**src/hdl/he_ram.sv**
```systemverilog
// Generic simple dual-port RAM with registered read data.
`timescale 1ns / 1ps
module he_ram #(
  parameter int WIDTH = 16,
  parameter int DEPTH = 256
) (
  input  logic                     clk,
  input  logic                     we,
  input  logic [$clog2(DEPTH)-1:0] waddr,
  input  logic [WIDTH-1:0]         wdata,
  input  logic [$clog2(DEPTH)-1:0] raddr,
  output logic [WIDTH-1:0]         rdata
);

  logic [WIDTH-1:0] mem [DEPTH];

  always_ff @(posedge clk) begin
    if (we) begin
      mem[waddr] <= wdata;
    end
    rdata <= mem[raddr];
  end

endmodule

```
**config.mk**
```make
export PLATFORM = sky130hd
export DESIGN_NAME = he_ram
export DESIGN_NICKNAME = d
export VERILOG_FILES = /design/src/hdl/he_ram.sv
export SDC_FILE = /design/constraint.sdc
export NUM_CORES = 2
export LEC_CHECK = 0
export CORE_ASPECT_RATIO = 0.9
export CORE_MARGIN = 8
export CORE_UTILIZATION = 47
export CTS_BUF_LIST = sky130_fd_sc_hd__clkbuf_4 sky130_fd_sc_hd__clkbuf_8
export DETAILED_ROUTE_END_ITERATION = 12
export DONT_BUFFER_PORTS = 1
export SLEW_MARGIN = 20
export SYNTH_ARGS = -nofsm -noshare
export SYNTH_HDL_FRONTEND = slang
export SYNTH_SLANG_ARGS = --single-unit
```
**constraint.sdc**
```tcl
create_clock -name clk -period 7 [get_ports clk]
set_clock_uncertainty 0.05 [all_clocks]
set_input_delay 1.75 -clock clk [delete_from_list [all_inputs] [get_ports clk]]
set_output_delay 1.75 -clock clk [all_outputs]
set_load 0.1 [all_outputs]
```
# --- After elaboration in Yosys (flattened, before gate mapping) ---
# Memory sizes are Yosys's and may differ from the RTL's. A register that Yosys moved wholly into a read port is not among the register bits.
# Index checks and enable logic that the tools add are counted.
classes:
  muxes: 2
op_table:
  columns: ["cell", "count"]
  rows:
  - ["1-bit 2-to-1 mux", 2]
totals:
  reg_bits: 0
  input_bits: 34
  memories: 1
  word_cells: 3
  out_inout_bits: 16
  mem_bits_rw: 4096
memory_table:
  columns: ["memory", "words", "width", "rd", "rd_ports_with_merged_regs", "write_ports", "line_no", "rtl"]
  rows:
  - ["mem", 256, 16, 1, 1, 1, "15", "logic [WIDTH-1:0] mem [DEPTH];"]

# --- Logic depth before layout (Yosys ltp) ---
logic_depth:
  ltp_word: 2
  mapped_depth: 12
  ltp_nobuf: 6

# --- Worst setup path after synthesis ---
# No wires, ideal clock.
synth_timing:
  path_kind: "input to register"
  start: "input waddr[3]"
  end: "memory mem[235][0] (enable)"
  arrival_ps: 3527
  cell_stages: 6
  required_ps: 6562
  setup_time_ps: 388
  path_buffers: 3
  slack_ps: 3035
  cell_sequence: "clkbuf_1 -> nor2b_1 -> clkbuf_1 -> nand4_1 -> clkbuf_1 -> nor2_1"
synth_rtl:
  columns: ["item", "line_no", "rtl"]
  rows:
  - ["start, declared", "9", "input logic [$clog2(DEPTH)-1:0] waddr,"]
  - ["end, declared", "15", null]
# Straight into the memory's write port.

==> impl_metrics.ini <==
[status]
status = finished, violations left
violations = slew limit

[sta]
worst_slack_ns = 0.554
finalSetupViolCount = 0
min_period_ns = 6.45
slew_headroom = -0.0301
hold_violations = 0
finalSetupTns_ns = 0
tightestPinTransition_ns = 1.55
fin_crit_sh = 0.921
rsz0062_at_grt = false
clock.fmax_mhz = 155
drv_slew = 99
timing.hold.ws_ns = 0.635

[power]
pwr-share-comb = 0.041
internal-power_mw = 38.4
pwr-share-clk = 0.403
p_sw_frac = 0.218
peakVddDrop_uv = 181
power_density_mw_per_mm2 = 275
power_frac_seq = 0.556
p_switching_mw = 10.7
finalPower_mw = 49.1
leakage_nw = 56.7

[floorplan]
dieWidth_um = 629
core_area_mm2 = 0.336
pin_count = 50
die_y_um = 567
rows = 202
initial_core_util = 0.472
design.die.area_mm2 = 0.357

[clocking]
htree_levels = 6
clockBufferDepth = 4
postCtsSetupBuffers = 0
cts_buffers = 654
root_buffer = clkbuf_8
hold_buffers = 0
cts_resized = 0
cts_tree = done
clk_pin_slew_ns = 0.06
clock_latency_ns = 1.19
cts.sinks = 4112

[global_route]
grt_antenna_before_repair = 16
grt_pass1_vias = 79700
grt_overflow = 0
grt_pass1_wl_um = 597000
grt_max_degree = 738
grt.total_usage = 0.230

[finish]
finalNetCount = 8039
drive_above_1_share = 0.291
post-route-util = 0.531
syn_to_final_growth_pct = 12.5
mostFrequentLayoutCells = edfxtp_1 (4096), mux4_2 (797), clkbuf_8 (667)
multi_input_area_mm2 = 0.0332
nFillCells = 25800
final_common_cell = edfxtp_1
stdcell_count = 13000
fin_area_mm2 = 0.178
regArea_mm2 = 0.123

[placed_design]
placed_area_mm2 = 0.166
portBuffers = 0
routabilityCongestion = 0.807
dp_cells = 11800
dp_hpwl_um = 229000
preCtsSetupSlack_ns = -0.532

[worst_setup_path]
crit_path_end_kind = register
cp_max_fo = 139
cp-start-kind = input port
path_class = input port to register
cp.required_ns = 7.98
critPathArrivalTime_ns = 7.43

[synthesis]
ys.warnings.count = 0
synth_fa_ha_area_frac = 0
ys_top_cells_by_area = edfxtp_1 (77%), mux4_2 (11%), mux2i_1 (3.6%)
yosys.area.top_type_share = 0.775
synthCells = 7360
ys_seq_elements = 4112
synth_cell_types = 52
synth_top_family_by_area = multiplexers
ys.flop_type = edfxtp_1
syn_area_mm2 = 0.159
yosys.area.top_type = edfxtp_1
async_reset_ff_frac = 0
muxShareOfSynthArea = 0.155
ys_seq_area_frac = 0.777
syn_avg_cell_area_um2 = 21.6
yosys.area_share.simple = 0.0157
synthesis.nets = 7394
synth_edf_count = 4096
synth-compound-area-share = 0.0354
post_synth_xor_area_fraction = 0

[worst_hold_path]
hold_path_class = input port to register

[route]
first_pass_iters = 5
wl_per_cell_um = 32.4
wirelength_um = 421000
postRouteAntennaNets = 0
remaining_drc_errors = 0
drt_first_iter_violations = 10000
num_vias = 79700
vias_per_cell = 6.14

[run]
maxCapViolations = 0
[cells in the mapped netlist (26+ instances only)]
master / instances
buf_2: 76
buf_1: 27
a22o_1: 32
clkbuf_1: 230
buf_6: 77
o21ai_0: 37
o221ai_1: 252
nor3_1: 92
mux4_2: 797
a22oi_1: 43
mux2_2: 88
mux2i_1: 565
nand3_1: 35
edfxtp_1: 4096
a21oi_1: 175
a221oi_1: 28
buf_4: 26
o22ai_1: 148
nor2_1: 304
nand4_1: 26
nand2_1: 38
[area by class of cell]
class / instances / area share
Antenna cell: 7 / 0.0000981
Clock buffer: 891 / 0.0609
Clock inverter: 252 / 0.00923
Inverter: 4 / 0.000154
Multi-Input combinational cell: 2792 / 0.186
Sequential cell: 4112 / 0.691
Tap cell: 4488 / 0.0315
Timing Repair Buffer: 441 / 0.0215
[critical path, stage by stage]
cell,delay (ns)
buf_16,0.32
buf_16,0.43
buf_16,0.31
buf_16,0.45
buf_16,0.65
buf_16,0.43
buf_16,0.52
mux2i_1,0.16
o22ai_1,0.22
mux2i_1,0.16
a22oi_1,0.52
nand4_1,0.54
nor4_1,0.39
[cell families (layout without fill, tap and decap cells)]
family	count (synthesis)	after routing
AOI/OAI and AO/OA	786	786
buffers and inverters	456	1588
DFF	4112	4112
muxes	1450	1450
other	0	7
and+or+nand+nor	556	556
[flip-flops by register name, summed over array words and instances (netlist names)]
name,flops
rdata,16
mem,4096
[path summary, 6_finish.rpt]
path / startpoint / to / slack, ns / cells after the start
min reg2reg: mem[104][5]$_DFFE_PP_ / rdata[5]$_DFF_P_ / 0.99 / 6
max: raddr[0] / rdata[10]$_DFF_P_ / 0.55 / 13
max reg2reg: mem[139][3]$_DFFE_PP_ / rdata[3]$_DFF_P_ / 4.11 / 7
min: wdata[6] / mem[230][6]$_DFFE_PP_ / 0.63 / 0
[power by group through the flow]
stage	logic, mW	clock network, mW	registers, mW
floorplan	1.34	0	27.8
global placement	1.92	0	27.8
detailed placement	1.93	0	27.8
CTS	1.93	20.2	27.3
global route	2.12	21.2	27.3
finish	2.02	19.8	27.3
[metal layers]
| layer | global-route usage | share of wire | vias to the layer above |
|---|---|---|---|
| met5 | 0 | 0.00016 | - |
| met4 | 0.0648 | 0.028 | 8 |
| met3 | 0.0502 | 0.092 | 669 |
| met2 | 0.358 | 0.46 | 3759 |
| met1 | 0.332 | 0.42 | 42600 |
| li1 | - | - | 32700 |
(Power assumes the default switching activity.)
